## src/rtl/dlkd_pkg.sv

```systemverilog
// shared types and constants of the duplicate link key detector
`timescale 1ns / 1ps
package dlkd_pkg;
   localparam int SRC_W = 15;
   localparam int DST_W = 15;
   localparam int ACT_W = 8;
   localparam int KEY_W = SRC_W + DST_W + ACT_W;
   localparam int POS_W = 8;

   typedef logic [KEY_W-1:0] key_type;

   // one classified link word as it travels from front to back
   typedef struct packed {
      key_type key;
      logic    last;
   } item_type;
endpackage

```

## src/rtl/dlkd_queue.sv

```systemverilog
// short fifo between front and back
`timescale 1ns / 1ps
module dlkd_queue import dlkd_pkg::*; (
   input  logic     clock,
   input  logic     reset,
   input  logic     push_valid,
   input  item_type push_item,
   output logic     push_ready,
   output logic     pop_valid,
   output item_type pop_item,
   input  logic     pop_ready
);
   localparam int DEPTH = 4;
   localparam int PW    = 2;

   item_type        slots [DEPTH];
   logic [PW-1:0]   wr_ff, wr_in, rd_ff, rd_in;
   logic [PW:0]     fill_ff, fill_in;
   logic            do_push, do_pop;

   assign push_ready = fill_ff != (PW+1)'(DEPTH);
   assign pop_valid  = fill_ff != '0;
   assign pop_item   = slots[rd_ff];
   assign do_push    = push_valid && push_ready;
   assign do_pop     = pop_valid && pop_ready;

   always_comb begin
      wr_in   = do_push ? wr_ff + 1'b1 : wr_ff;
      rd_in   = do_pop ? rd_ff + 1'b1 : rd_ff;
      fill_in = fill_ff + (PW+1)'(do_push) - (PW+1)'(do_pop);
   end

   always_ff @(posedge clock) begin
      if (reset) begin
         wr_ff   <= '0;
         rd_ff   <= '0;
         fill_ff <= '0;
      end else begin
         wr_ff   <= wr_in;
         rd_ff   <= rd_in;
         fill_ff <= fill_in;
      end
      if (do_push) begin
         slots[wr_ff] <= push_item;
      end
   end
endmodule

```

## config.mk

```make
export PLATFORM = sky130hd
export DESIGN_NAME = dlkd_queue
export DESIGN_NICKNAME = d
export VERILOG_FILES = /design/src/rtl/dlkd_pkg.sv /design/src/rtl/dlkd_queue.sv
export SDC_FILE = /design/constraint.sdc
export NUM_CORES = 1
export LEC_CHECK = 0
export BUFFER_PORTS_ARGS = -buffer_cell sky130_fd_sc_hd__buf_2
export CORE_MARGIN = 2
export CORE_UTILIZATION = 35
export DETAILED_ROUTE_END_ITERATION = 6
export PLACE_DENSITY = 0.64
export SYNTH_ARGS = -nofsm -noshare
export SYNTH_HDL_FRONTEND = slang
export SYNTH_SLANG_ARGS = --single-unit
```

## constraint.sdc

```tcl
create_clock -name clock -period 2 [get_ports clock]
set_input_delay 0.2 -clock clock [delete_from_list [all_inputs] [get_ports clock]]
set_output_delay 0.2 -clock clock [all_outputs]
set_load 0.005 [all_outputs]
```

---- Word-level counts from Yosys, hierarchy flattened ----
Memories as Yosys holds them, arrays and structs flattened. A register that Yosys moved wholly into a read port is not among the register bits.
Cells that the tools add are included.
operators by class
  equal/unequal tests ..................... 1
  add/sub/neg operators ................... 4
  multiplexer cells ....................... 4
  reduce and logical (&&, ||, !) cells .... 3
operators with widths
  operator                                                        count
  2-bit by 1-bit adder with 2-bit output (second input constant)  2
  2-bit 2-to-1 mux                                                2
  3-bit by 1-bit adder with 3-bit output                          1
  3-bit != test (second input constant)                           1
  3-bit nonzero test                                              1
  3-bit by 1-bit subtractor with 3-bit output                     1
  1-bit logical AND                                               2
  1-bit 2-to-1 mux                                                2
storage, ports and cells
  output and inout port bits .............. 41
  input port bits ......................... 43
  memories kept ........................... 1
  RAM bits ................................ 156
  bits in registers ....................... 7
  logic and storage cells ................. 16
memory list
  memory  words  width  read ports  clocked after memory_dff  write ports  line              RTL
  slots   4      39     1           1                         1            dlkd_queue.sv:16  item_type slots [DEPTH];

---- Longest topological paths before layout ----
  word-level depth ........................ 4
  mapped depth ............................ 11
  mapped depth without buffers ............ 11

---- Worst setup path after synthesis ----
OpenSTA, ideal clock, no wires.
  kind .................................... reg2reg
  start ................................... register fill_ff[1]
  end ..................................... memory slots[2][0] (netlist bit), enable pin
  setup time .............................. 0.400 ns
  arrival time ............................ 1.743 ns
  required time ........................... 1.600 ns
  clock period less this slack ............ 2.143 ns
  stages on the path, launching flop included .. 4
  setup slack ............................. -0.143 ns
  path through ............................ dfxtp_1 -> nor2_1 -> a21boi_2 -> and2_1
on the way
  cells in the longest elaborated chain, start to end .. 4
ends and longest elaborated chain
  element                                 line              RTL
  from (decl)                             dlkd_queue.sv:18  logic [PW:0] fill_ff, fill_in;
  from (signal assigned)                  dlkd_queue.sv:41  fill_ff <= fill_in;
  3-bit != test                           dlkd_queue.sv:21  assign push_ready = fill_ff != (PW+1)'(DEPTH);
  1-bit logical AND                       dlkd_queue.sv:24  assign do_push = push_valid && push_ready;
  1-bit 2-to-1 mux                        dlkd_queue.sv:43  if (do_push) begin
  1-bit 2-to-1 mux (not written as such)  dlkd_queue.sv:44  slots[wr_ff] <= push_item;
  to (decl)                               dlkd_queue.sv:16
No other way between the ends.

---- Worst setup path in the final report ----
  start ................................... register fill_ff[1]
  end ..................................... register fill_ff[2]
on the way
  elaborated cells between the ends (all ways) .. 6
  classes of those cells .................. add/sub (2); eq/ne (1); reduce/logical (3)
RTL lines
  element                                      line              RTL
  3-bit nonzero test                           dlkd_queue.sv:22  assign pop_valid = fill_ff != '0;
  1-bit logical AND                            dlkd_queue.sv:25  assign do_pop = pop_valid && pop_ready;
  net do_pop                                   dlkd_queue.sv:19  logic do_push, do_pop;
  3-bit by 1-bit subtractor with 3-bit output  dlkd_queue.sv:30  fill_in = fill_ff + (PW+1)'(do_push) - (PW+1)'(do_pop);
The timed path passes the listed nets, and every way through them passes these cells.
A chain may end at the register's enable or synchronous reset.

==> results_dict.tcl <==
set metrics [dict create \
    timing.final.setup_violations 1 \
    final.period_utilization_pct 104 \
    final_common_cell "edfxtp_1" \
    globalplace.congestion 0.699 \
    vdd_drop_max_mv 0.640 \
    wl_per_cell_um 17.5 \
    tritoncts "yes" \
    cts-buffers-inserted 17 \
    finish.net_count 450 \
    first_iter_violations 143 \
    placement.io_buffers 83 \
    clock_net_sink_count 165 \
    first_pass_iters 4 \
    routed_wl_mm 11.1 \
    placed_insts 566 \
    floorplan.initialDensity_pct 35.4 \
    number_of_cell_rows 48 \
    antenna_found_initial 0 \
    detail_route.drc_violations 0 \
    critical_path_launch_point_type "flop" \
    maxCapViolations 0 \
    synthesized_net_count 302 \
    worstMarginPinSlew_ns 0.505 \
    achievable-frequency_mhz 483 \
    via_count 2969 \
    post_dp_cell_area_um2 6880 \
    finalWorstPathRequiredPeriod_ns 2.07 \
    pin_count_of_the_biggest_net_entering_global_routing 21 \
    syn-mean-instance-area_um2 24.2 \
    synth.cell_area_um2 6090 \
    maxSlewHeadroom_pct 65.9 \
    cts-root-buf "clkbuf_16" \
    worstPathArrival_ns 2.41 \
    globalRoute.totalOverflow 0 \
    drive_above_1_share_pct 43.6 \
    run_status "finished with violations" \
    final_hold_viol_count 0 \
    drt-vias-per-instance 4.65 \
    number_of_buffers_on_the_longest_clock_path 2 \
    postLayoutCoreUtil_pct 45.9 \
    p_per_area_nw_per_um2 1270 \
    stdcell_area_um2 7890 \
    num_io_pins 84 \
    report.power.total_mw 10.0 \
    hold_ws_ns 0.0192 \
    grt_first_pass_wirelength_mm 16.9 \
    post_synth_inst_count 252 \
    syn_to_final_growth_pct 29.7 \
    violated_checks "negative setup slack" \
    fillers 1504 \
    grt_util_all_layers_pct 12.7 \
    seq_area_frac_synth_pct 79.9 \
    p_leak_nw 2.73 \
    place_hpwl_mm 6.67 \
    finalMaxSlewViolations 0 \
    layout_common_cells "edfxtp_1 (156), buf_2 (83), mux4_2 (39), dlygate4sd3_1 (37), clkbuf_16 (17)" \
    required_ns 2.34 \
    fp.coreArea_um2 17200 \
    chipWidth_um 136 \
    critical_path_class "flop to flop" \
    timing.hold.worst.class "primary input to flop" \
    synth_seq_cells 165 \
    yosys.cell_types.count 24 \
    post-route-worst-setup-slack_ns -0.0703 \
    fin_skew_ns 0.0125 \
    die-area_um2 18500 \
    grt_setup_unrepaired "yes" \
    first_global_vias 3159 \
    cp_max_fo 3 \
    final_antenna_net_count 0 \
    ys.warnings.count 0 \
    critical_path_sink_type "flop" \
    h-tree-depth 4 \
    worst_setup_hold_path_clk_slew_ns 0.06 \
    fin_cells 638 \
    die_height_um 136 \
    clk_latency_ns 0.42 \
    diode_count 0 \
]
[cells in the mapped netlist]
library cell | instances | area (um^2)
mux2_2 | 1 | 11.3
buf_2 | 2 | 10.0
fa_1 | 1 | 20.0
clkbuf_1 | 3 | 11.3
edfxtp_1 | 156 | 4680
a21boi_2 | 1 | 11.3
nor2_1 | 8 | 30.0
o311ai_0 | 1 | 8.76
ha_1 | 6 | 75.1
o31a_1 | 1 | 8.76
buf_6 | 2 | 22.5
nor3_1 | 1 | 5.00
mux2i_1 | 1 | 10.0
xnor2_1 | 1 | 8.76
or3_1 | 1 | 6.26
xor2_1 | 2 | 17.5
nor2b_1 | 1 | 6.26
mux4_2 | 39 | 878
buf_4 | 2 | 15.0
nand2b_1 | 2 | 12.5
dfxtp_1 | 9 | 180
inv_1 | 5 | 18.8
nand2_1 | 1 | 3.75
and2_1 | 5 | 31.3
[sequential cells by signal, summed over array words and instances (netlist names), named ones only]
name and cells:
slots 156, wr_ff 2, fill_ff 3, rd_ff 2
[per-layer routing]
layer / up-vias / routed length, um / share of wire (%) / GRT usage (%)
met2: 54 / 5640 / 51 / 20.3
met3: 10 / 389 / 3.5 / 3.21
met1: 1557 / 4960 / 44 / 16.7
met4: 0 / 156 / 1.4 / 5.21
met5: - / 0 / 0 / 0
li1: 1348 / - / - / -
[worst max-delay path: stages, from the launching register on]
cell	delay, ns
dfxtp_4	0.35
o31a_1	0.32
ha_1	0.28
inv_1	0.06
ha_1	0.14
inv_1	0.05
fa_2	0.36
xor2_2	0.17
and2_1	0.15
nor3_1	0.12
[layout make-up]
type / instances / area [um^2] / area share (%)
Inverter: 5 / 18.8 / 0.238
Timing Repair Buffer: 138 / 946 / 12.0
Clock inverter: 10 / 155 / 1.97
Clock buffer: 22 / 454 / 5.75
Tap cell: 225 / 282 / 3.57
Sequential cell: 165 / 4870 / 61.8
Multi-Input combinational cell: 73 / 1160 / 14.7
[logic make-up (layout without fill, tap and decap cells)]
logic type / Yosys count / count (layout) / share of synthesized area [%]
compound gates: 3 / 3 / 0.473
xor+xnor: 3 / 3 / 0.432
fa+ha+maj: 7 / 7 / 1.56
buf+inv: 14 / 175 / 1.27
flops: 165 / 165 / 79.9
mux: 41 / 41 / 14.8
simple gates: 19 / 19 / 1.56
[final timing paths]
check / from / to / slack [ns] / cells after the start
worst min register to register: wr_ff[1]$_SDFFE_PP0P_ / wr_ff[1]$_SDFFE_PP0P_ / 0.53 / 2
worst min-delay path: push_item[25] / slots[0][25]$_DFFE_PP_ / 0.02 / 1
worst max-delay path: fill_ff[1]$_SDFF_PP0_ / fill_ff[2]$_SDFF_PP0_ / -0.07 / 9
worst max register to register: fill_ff[1]$_SDFF_PP0_ / fill_ff[2]$_SDFF_PP0_ / -0.07 / 9
[repair_timing]
item / in CTS / in global routing
buffers inserted: 3 / 0
endpoints found under the hold margin: 148 / 0
resized for setup: 0 / 2
endpoints found under the setup margin: 1 / 1
hold buffers: 37 / 0
pin swaps: 2 / 2
[per-stage QoR]
step / setup WS (ns) / TNS (ns)
detailed placement: -0.0348 / -0.0348
global route: -0.148 / -0.148
CTS: -0.0371 / -0.0371
global placement: 0.0544 / 0
finish: -0.0703 / -0.0703
floorplan: 0.00141 / 0
[power by group]
group | total [mW] | switching, mW | leakage [nW] | internal (mW)
Sequential | 4.38 | 0.121 | 1.50 | 4.26
Combinational | 2.31 | 1.10 | 0.928 | 1.22
Clock | 3.32 | 1.21 | 0.296 | 2.12
Total | 10.0 | 2.42 | 2.73 | 7.59
(Power assumes the default switching activity.)
