## src/rtl/dlkd_pkg.sv

```systemverilog
// shared types and constants of the duplicate link key detector
`timescale 1ns / 1ps
package dlkd_pkg;
   localparam int SRC_W = 15;
   localparam int DST_W = 15;
   localparam int ACT_W = 8;
   localparam int KEY_W = SRC_W + DST_W + ACT_W;
   localparam int POS_W = 8;

   typedef logic [KEY_W-1:0] key_type;

   // one classified link word as it travels from front to back
   typedef struct packed {
      key_type key;
      logic    last;
   } item_type;
endpackage

```

## src/rtl/dlkd_ifs.sv

```systemverilog
// channel interfaces for link words and result words
`timescale 1ns / 1ps
interface dlkd_req_if import dlkd_pkg::*; ();
   logic             valid;
   logic             ready;
   logic [SRC_W-1:0] link_source;
   logic [DST_W-1:0] link_destination;
   logic [ACT_W-1:0] link_action;
   logic             is_last;
   modport source (output valid, link_source, link_destination, link_action, is_last,
                   input ready);
   modport sink (input valid, link_source, link_destination, link_action, is_last,
                 output ready);
endinterface


```

## src/rtl/dlkd_front.sv

```systemverilog
// front stage: takes link words and forms the identity key
`timescale 1ns / 1ps
module dlkd_front import dlkd_pkg::*; (
   input  logic     clock,
   input  logic     reset,
   dlkd_req_if.sink req,
   output logic     out_valid,
   output item_type out_item,
   input  logic     out_ready
);
   logic     valid_ff, valid_in;
   item_type item_ff, item_in;

   assign req.ready = !valid_ff || out_ready;
   assign out_valid = valid_ff;
   assign out_item  = item_ff;

   always_comb begin
      valid_in = valid_ff;
      item_in  = item_ff;
      if (out_ready) begin
         valid_in = 1'b0;
      end
      if (req.valid && req.ready) begin
         valid_in      = 1'b1;
         item_in.key   = {req.link_source, req.link_destination, req.link_action};
         item_in.last  = req.is_last;
      end
   end

   always_ff @(posedge clock) begin
      if (reset) begin
         valid_ff <= 1'b0;
      end else begin
         valid_ff <= valid_in;
      end
      item_ff <= item_in;
   end
endmodule

```

## src/flat_wrapper.sv

```systemverilog
// flat-port wrapper written by rule: the top's interface ports become plain ports
module dlkd_front_flat import dlkd_pkg::*;
  (clock, reset, out_valid, out_item, out_ready, req_valid, req_link_source, req_link_destination, req_link_action, req_is_last, req_ready);
  dlkd_req_if req_i ();
  input  logic clock;
  input  logic reset;
  output logic out_valid;
  output item_type out_item;
  input  logic out_ready;
  input wire logic [$bits(req_i.valid)-1:0] req_valid;
  input wire logic [$bits(req_i.link_source)-1:0] req_link_source;
  input wire logic [$bits(req_i.link_destination)-1:0] req_link_destination;
  input wire logic [$bits(req_i.link_action)-1:0] req_link_action;
  input wire logic [$bits(req_i.is_last)-1:0] req_is_last;
  output wire logic [$bits(req_i.ready)-1:0] req_ready;
  assign req_i.valid = req_valid;
  assign req_i.link_source = req_link_source;
  assign req_i.link_destination = req_link_destination;
  assign req_i.link_action = req_link_action;
  assign req_i.is_last = req_is_last;
  assign req_ready = req_i.ready;
  dlkd_front u_core (.clock(clock), .reset(reset), .req(req_i), .out_valid(out_valid), .out_item(out_item), .out_ready(out_ready));
endmodule
```

## config.mk

```make
export PLATFORM = sky130hd
export DESIGN_NAME = dlkd_front_flat
export DESIGN_NICKNAME = d
export VERILOG_FILES = /design/src/rtl/dlkd_pkg.sv /design/src/rtl/dlkd_ifs.sv /design/src/rtl/dlkd_front.sv /design/src/flat_wrapper.sv
export SDC_FILE = /design/constraint.sdc
export NUM_CORES = 1
export LEC_CHECK = 0
export BUFFER_PORTS_ARGS = -buffer_cell sky130_fd_sc_hd__clkbuf_2
export CAP_MARGIN = 20
export CORE_MARGIN = 4
export CORE_UTILIZATION = 40
export CTS_CLUSTER_SIZE = 20
export DETAILED_ROUTE_END_ITERATION = 8
export GPL_TIMING_DRIVEN = 0
export MAX_ROUTING_LAYER = met4
export PLACE_DENSITY = 0.87
export SETUP_SLACK_MARGIN = 0.15
export SLEW_MARGIN = 20
export SYNTH_ARGS = -nofsm -noshare
export SYNTH_HDL_FRONTEND = slang
export SYNTH_SLANG_ARGS = --single-unit
```

## constraint.sdc

```tcl
create_clock -name clock -period 3.25 [get_ports clock]
set_input_delay 0.1625 -clock clock [delete_from_list [all_inputs] [get_ports clock]]
set_output_delay 0.1625 -clock clock [all_outputs]
set_load 0.005 [all_outputs]
```

=== Word-level counts from Yosys, hierarchy flattened ===
Cells that the tools add are included.

* Flip-flop bits (word level): 40
* Input port bits: 43
* Output and inout bits: 41
* Logic and storage cells: 9

* Mux-type cells: 2
* Reductions and logical operators: 4

{| class="wikitable"
|+ Operators by type and width
! cell !! number
|-
| $mux 1 || 2
|-
| $reduce_bool 2->1 || 1
|-
| $logic_and 1x1->1 || 1
|-
| $logic_not 1->1 || 1
|-
| $logic_or 1x1->1 || 1
|}

=== Longest topological paths before layout ===
Gate-level depths: netlist of the first run.

* Depth in word-level cells: 4
* Mapped depth: 2
* Mapped depth without buffers: 2

=== Worst setup path before layout of the first run ===
OpenSTA, ideal clock, no wires.

* Path type: reg2reg
* Start: register u_core.valid_ff (netlist: u_core.out_valid)
* End: register u_core.item_ff (netlist bit u_core.out_item[0]) (enable)
* Library setup time: 351 ps
* Arrival: 797 ps
* Required time: 2899 ps
* Setup slack: 2101 ps
* Cell stages (with the launch flop): 3
* Buffers on the path: 0
* Clock period less this slack: 1149 ps
* Cells stage by stage: dfxtp_1 -> nand2b_4 -> and2_4

* Longest elaborated chain between the ends: 3

{| class="wikitable"
|+ Ends and longest elaborated chain
! what !! RTL line !! source
|-
| from (decl) || dlkd_front.sv:11 || <nowiki>logic valid_ff, valid_in;</nowiki>
|-
| from (signal assigned) || dlkd_front.sv:35 || <nowiki>valid_ff <= valid_in;</nowiki>
|-
| $logic_not 1->1 || dlkd_front.sv:14 || <nowiki>assign req.ready = !valid_ff || out_ready;</nowiki>
|-
| $logic_or 1x1->1 || dlkd_front.sv:14 ||
|-
| named net req_ready || flat_wrapper.sv:15 || <nowiki>output wire logic [$bits(req_i.ready)-1:0] req_ready;</nowiki>
|-
| $logic_and 1x1->1 || dlkd_front.sv:24 || <nowiki>if (req.valid && req.ready) begin</nowiki>
|-
| to (signal assigned) || dlkd_front.sv:37 || <nowiki>item_ff <= item_in;</nowiki>
|-
| to (decl) || dlkd_front.sv:12 || <nowiki>item_type item_ff, item_in;</nowiki>
|}

The timed path passes the listed nets, and every way through them passes these cells.
A chain may end at the register's enable or synchronous reset.

=== Final worst setup path of the first run ===
* Start: register u_core.valid_ff (netlist: u_core.out_valid)
* End: register u_core.item_ff (netlist bit u_core.out_item[30]) (enable)

* Longest elaborated chain between the ends: 3

{| class="wikitable"
|+ Ends and longest elaborated chain
! what !! RTL line
|-
| $logic_not 1->1 || dlkd_front.sv:14
|-
| $logic_or 1x1->1 || dlkd_front.sv:14
|-
| $logic_and 1x1->1 || dlkd_front.sv:24
|}

Every way passes these cells.

==> impl_metrics.toml, run 1 <==
[final_layout]
utilization = 0.7561
diodes = 0
final_common_cell = "clkbuf_2"
stdcell_area_sq_mm = 0.002157
area_growth_pct = 75.92
drive_gt1_frac = 0.5314
nets = 217
final_cell_mix = "clkbuf_2, dlygate4sd3_1, edfxtp_1"

[setup_path]
crit_fanout = 39
path_buf_inv = 0
reg2regPathDepth = 2
critical_path_class = "register to register"
crit_family = "simple AND/OR/NAND/NOR gates"
worstPathCellList = "nand2b_4 -> and2_4"
worstPathArrival_ns = 1.26
crit_required_ns = 3.23
rr_endpoint = "u_core.out_item[30]"
start_kind = "register"
cpPeakStageDelay_ns = 0.46
slowest_stage = "and2_4"
end_kind = "register"
rr_startpoint = "u_core.out_valid"
reg2reg_slack_ns = 1.97

[routing]
wire_per_inst_microns = 15.44
drc = 0
postRouteAntennaNets = 0
vias_per_cell = 4.544
drtIter0Drc = 25
drt-total-wl_mm = 3.181
first_pass_iters = 4
dr_total_vias = 936

[floorplanning]
ios = 84
die-area_sq_mm = 0.004015
die-height_microns = 63.37
fp.coreArea_sq_mm = 0.002853
initial_core_util = 0.4298
rows = 19
die_w_microns = 63.37

[logic_synthesis]
synthSimpleGateAreaFrac = 0.01837
synth_top_family_by_area = "simple AND/OR/NAND/NOR gates"
synth_seq_cells = 40
post_synth.cell_area_avg_sq_um = 27.87
synth_xor_area_frac = 0
synth_compound_area_frac = 0.007143
synthesis.area_sq_mm = 0.001226
yosysTopAreaCellShare = 0.9551
syn_nets = 87
syn_inst = 44
ys_types = 6
synthTopCellsByArea = "edfxtp_1, dfxtp_1, nand2b_4"
ys_seq_area_frac = 0.9714
yosys.area.top_type = "edfxtp_1"
yosys.area_share.adder = 0
synth_mux_area_frac = 0
yosys_warnings = 0

[place]
portBuffers = 83
gp_congestion = 0.6563
pre_cts_ws_ns = 1.986
placed_area_sq_mm = 0.001680
hpwl_mm = 1.947

[worst_hold_path]
hp-class = "input pin to register"
holdCritStartpoint = "req_valid"
holdPathStages = 3
min_to = "u_core.out_valid"

[timing]
slew-limit-headroom = 0.6712
fin_skew_ns = 0.01040
fin_crit_sh = 0.3946
rsz0062_at_grt = "false"
max_freq_ghz = 0.7797
setup_viol = 0
layout_setup_ws_ns = 1.967
slew_viol_final = 0
tns_ns = 0
fin_crit_ns = 1.283
worstMarginPinSlew_ns = 0.4932
finalHoldViolations = 0

[clock_tree]
cts_sinks = 40
numCtsBuffers = 5
root_buffer = "clkbuf_4"
insertion_delay_ns = 0.34
clkTransAtPathRegs_ns = 0.12
cts_max_path_buffers = 2
htreeDepth = 2
cts_tree = "done"
cts_setup_buffers = 0

[grt]
overflow = 0
antenna_found_initial = 0
grt_pass1_vias = 1046
grt_max_degree = 40
grt_usage = 0.1764
grt_pass1_wl_mm = 4.988

[power]
finalPower_uw = 1035
p_leak_uw = 0.0009586
vdd_drop_max_v = 0.0002715
powerDensity_mw_per_mm2 = 479.9

[outcome]
status = "finished, final reports clean"

[job]
maxCapViolCount = 0
==> cells by family (layout without fill, tap and decap cells) <==
group | count (synthesis) | in the layout
flip-flops | 40 | 40
AND/OR/NAND/NOR | 2 | 2
AO/OA/AOI/OAI | 1 | 1
buffers and inverters | 1 | 132
==> timing repair <==
item                      in CTS  in global routing
gates resized for setup        0                  0
hold buffers                  40                  0
hold endpoints to repair      40                  0
==> cell type report <==
class,instances,area [sq um]
clock inverters,2,35.03
flip-flops and latches,40,1191
well taps,31,38.79
inverters,1,3.754
fillers,166,695.7
multi-input cells,3,31.28
repair buffers,123,815.8
clock buffers,6,41.29
==> sequential cells by signal (all words and copies together), names as in the netlist <==
| name | cells |
|---|---|
| u_core.out_item | 39 |
| u_core.out_valid | 1 |
==> worst register-to-register path, cell delays in order, from the launching register on <==
cell and delay, ns:
dfxtp_1 0.36, nand2b_4 0.09, and2_4 0.46
==> power by group <==
group          total [uW]  leakage (uW)  internal (uW)  switching, uW
Clock                 313     0.0000422            161            151
Sequential            611      0.000386            601           9.22
Combinational         112      0.000531           69.1           42.8
==> per-stage QoR <==
step                instances  hold WS (ns)
floorplan                  44        0.2249
global placement          158        0.3249
detailed placement        158        0.3269
CTS                       206       0.05268
global route              206       0.05209
finish                    206       0.06747
==> worst max-delay path by stage <==
stage / from / end / slack, ns / cells past startpoint
6_report: u_core.out_valid / u_core.out_item[30] / 1.97 / 2
5_1_grt: u_core.out_valid / u_core.out_item[30] / 1.89 / 2
4_1_cts: u_core.out_valid / u_core.out_item[12] / 1.98 / 2
3_5_place_dp: u_core.out_valid / u_core.out_item[4] / 1.99 / 2
3_3_place_gp: u_core.out_valid / u_core.out_item[22] / 2.05 / 2
2_1_floorplan: u_core.out_valid / u_core.out_item[0] / 2.10 / 2
==> layer usage <==
metal / GRT usage / wire length, microns / vias to the layer above
met5: - / 0 / -
met4: 0.08895 / 70 / 0
met3: 0.06217 / 292 / 7
met2: 0.2725 / 1581 / 65
met1: 0.2038 / 1236 / 431
li1: - / - / 433
==> synthesized netlist by cell type <==
cell,number
nand2b_4,1
dfxtp_1,1
and2_4,1
a21oi_2,1
inv_1,1
edfxtp_1,39
(Power assumes the default switching activity.)
==> run 2, diff against run 1 <==
--- a/config.mk
+++ b/config.mk
@@ -5,6 +5,7 @@
 export SDC_FILE = /design/constraint.sdc
 export NUM_CORES = 1
 export LEC_CHECK = 0
+export ABC_AREA = 1
 export BUFFER_PORTS_ARGS = -buffer_cell sky130_fd_sc_hd__clkbuf_2
 export CAP_MARGIN = 20
 export CORE_MARGIN = 4
==> constraint.sdc (replaced) <==
create_clock -name clock -period 1.26 [get_ports clock]
set_input_delay 0.063 -clock clock [delete_from_list [all_inputs] [get_ports clock]]
set_output_delay 0.063 -clock clock [all_outputs]
set_load 0.005 [all_outputs]
==> impl_metrics.toml, run 2 <==
[setup_path]
crit_required_ns = 1.20
worstPathCellList = "nand2_2 -> clkbuf_2"
slowest_stage = "dfxtp_4"
crit_fanout = 5
critical_path_class = "register to output port"
rr_startpoint = "u_core.out_valid"
cpPeakStageDelay_ns = 0.44
end_kind = "output port"
worstPathArrival_ns = 0.99
start_kind = "register"
crit_start = "u_core.out_valid"

[floorplanning]
die-height_microns = 63.20
initial_core_util = 0.4308
rows = 19
die_w_microns = 63.20
die-area_sq_mm = 0.003994
ios = 84
fp.coreArea_sq_mm = 0.002829

[logic_synthesis]
syn_nets = 88
yosys.area.top_type = "edfxtp_1"
synthTopCellsByArea = "edfxtp_1, dfxtp_1, a21oi_2"
ys_async_sr_fraction = 0
ys_seq_area_frac = 0.9774
yosysTopAreaCellShare = 0.9610
post_synth.cell_area_avg_sq_um = 27.08
ys_types = 7
synth_seq_cells = 40
synth_top_flop_cell = "edfxtp_1"
yosys_warnings = 0
synth_most_common_cell = "edfxtp_1"
syn_inst = 45
synthesis.area_sq_mm = 0.001219
synth_edf_count = 39

[final_layout]
drive_gt1_frac = 0.5495
fillers = 137
final_common_cell = "clkbuf_2"
area_growth_pct = 84.70
seqCellArea_sq_mm = 0.001195
nets = 224
diodes = 0
largest_reg_flops = 39
stdcell_count = 213
multiInputGateArea_sq_um = 63.81
final_cell_mix = "clkbuf_2, dlygate4sd3_1, edfxtp_1"

[routing]
drt-total-wl_mm = 4.158
drc = 0
wire_per_inst_microns = 19.52
postRouteAntennaNets = 0
dr_total_vias = 1026
vias_per_cell = 4.817
first_pass_iters = 5
drtIter0Drc = 30

[timing]
setup_viol = 0
worstMarginPinSlew_ns = 0.3544
max_freq_ghz = 0.9513
fin_crit_sh = 0.8343
finalHoldViolations = 0
fin_skew_ns = 0.01024
rsz0062_at_grt = "false"
timing.hold.ws_ns = 0.1035
slew_viol_final = 0
fin_crit_ns = 1.051
slew-limit-headroom = 0.7635

[power]
vdd_drop_max_v = 0.0008673
p_clk_frac = 0.298
p_leak_uw = 0.0009895
p_int_uw = 2158
powerDensity_mw_per_mm2 = 1219
swShare = 0.2134
p_sw_uw = 585.5
p_comb_frac = 0.124
pwr-share-seq = 0.578

[grt]
grt_pass1_vias = 1177
antenna_found_initial = 0
grt_pass1_wl_mm = 5.982
overflow = 0
grt_usage = 0.2133
grt_max_degree = 13

[job]
maxCapViolCount = 0

[worst_hold_path]
hp-class = "input pin to register"
holdCritStartpoint = "out_ready"

[clock_tree]
cts_tree = "done"
insertion_delay_ns = 0.34
numCtsBuffers = 5
cts_sinks = 40
cts_max_path_buffers = 2
root_buffer = "clkbuf_4"
clkTransAtPathRegs_ns = 0.11
htreeDepth = 2

[outcome]
status = "finished, final reports clean"

[place]
portBuffers = 83
gp_congestion = 0.6535
placedCellCount = 159
==> run 2: worst max-delay path, delay by kind of cell, from the launching register on <==
kind,cells,cell delay [ns]
flops,1,0.44
simple gates,1,0.09
buf+inv,1,0.13
==> run 2: final cells by class <==
type                       instances  share of cell area
clock buffer                       5             0.01668
clock inverter                     3             0.01668
inverter                           2            0.003335
multi-input combinational          5             0.02835
sequential                        40              0.5309
tap                               31             0.01723
timing repair buffer             127              0.3869
==> run 2: path summary, 6_finish.rpt <==
kind	end	slack, ns	cells past startpoint
max reg2reg	u_core.out_item[4]	0.22	2
min	u_core.out_valid	0.10	4
min reg2reg	u_core.out_valid	0.58	2
max	req_ready	0.21	2
==> run 2: stage by stage <==
stage	power, uW	setup WS [ns]	setup TNS, ns	cell area, sq um	utilization
after floorplan	1647	-0.1709	-6.664	1231	-
final	2744	0.2088	0	2251	0.7957
after global routing	2842	0.1510	0	2251	0.7957
after CTS	2684	0.03189	0	2201	0.7780
after detailed placement	1798	-0.3899	-15.16	1685	0.5958
after global placement	1786	-0.3277	-12.75	1685	0.5958
==> run 2: power by group through the flow <==
stage | clock network, uW | logic [uW] | registers [uW]
after floorplan | 0 | 32.1 | 1610
after global placement | 0 | 184 | 1600
after detailed placement | 0 | 191 | 1610
after CTS | 801 | 304 | 1580
after global routing | 882 | 366 | 1590
final | 818 | 341 | 1590
==> run 2: metal layers <==
layer / global-route usage / share of wire
met1: 0.2408 / 0.39
met5: - / 0
met3: 0.09947 / 0.11
met2: 0.3188 / 0.47
met4: 0.1078 / 0.033
==> run 2: timing repair <==
action | in CTS | in global routing
buffers inserted | 2 | 2
resized for setup | 1 | 2
pin swaps | 2 | 2
endpoints found under the setup margin | 39 | 21
hold buffers | 40 | 0
cloned | 2 | 0
endpoints found under the hold margin | 40 | 0
==> run 2: logic make-up (layout without fill, tap and decap cells) <==
group | after synthesis | after routing | synth area share
flops | 40 | 40 | 0.9774
buf+inv | 2 | 137 | 0.006154
simple gates | 1 | 1 | 0.005137
compound gates | 2 | 4 | 0.01129
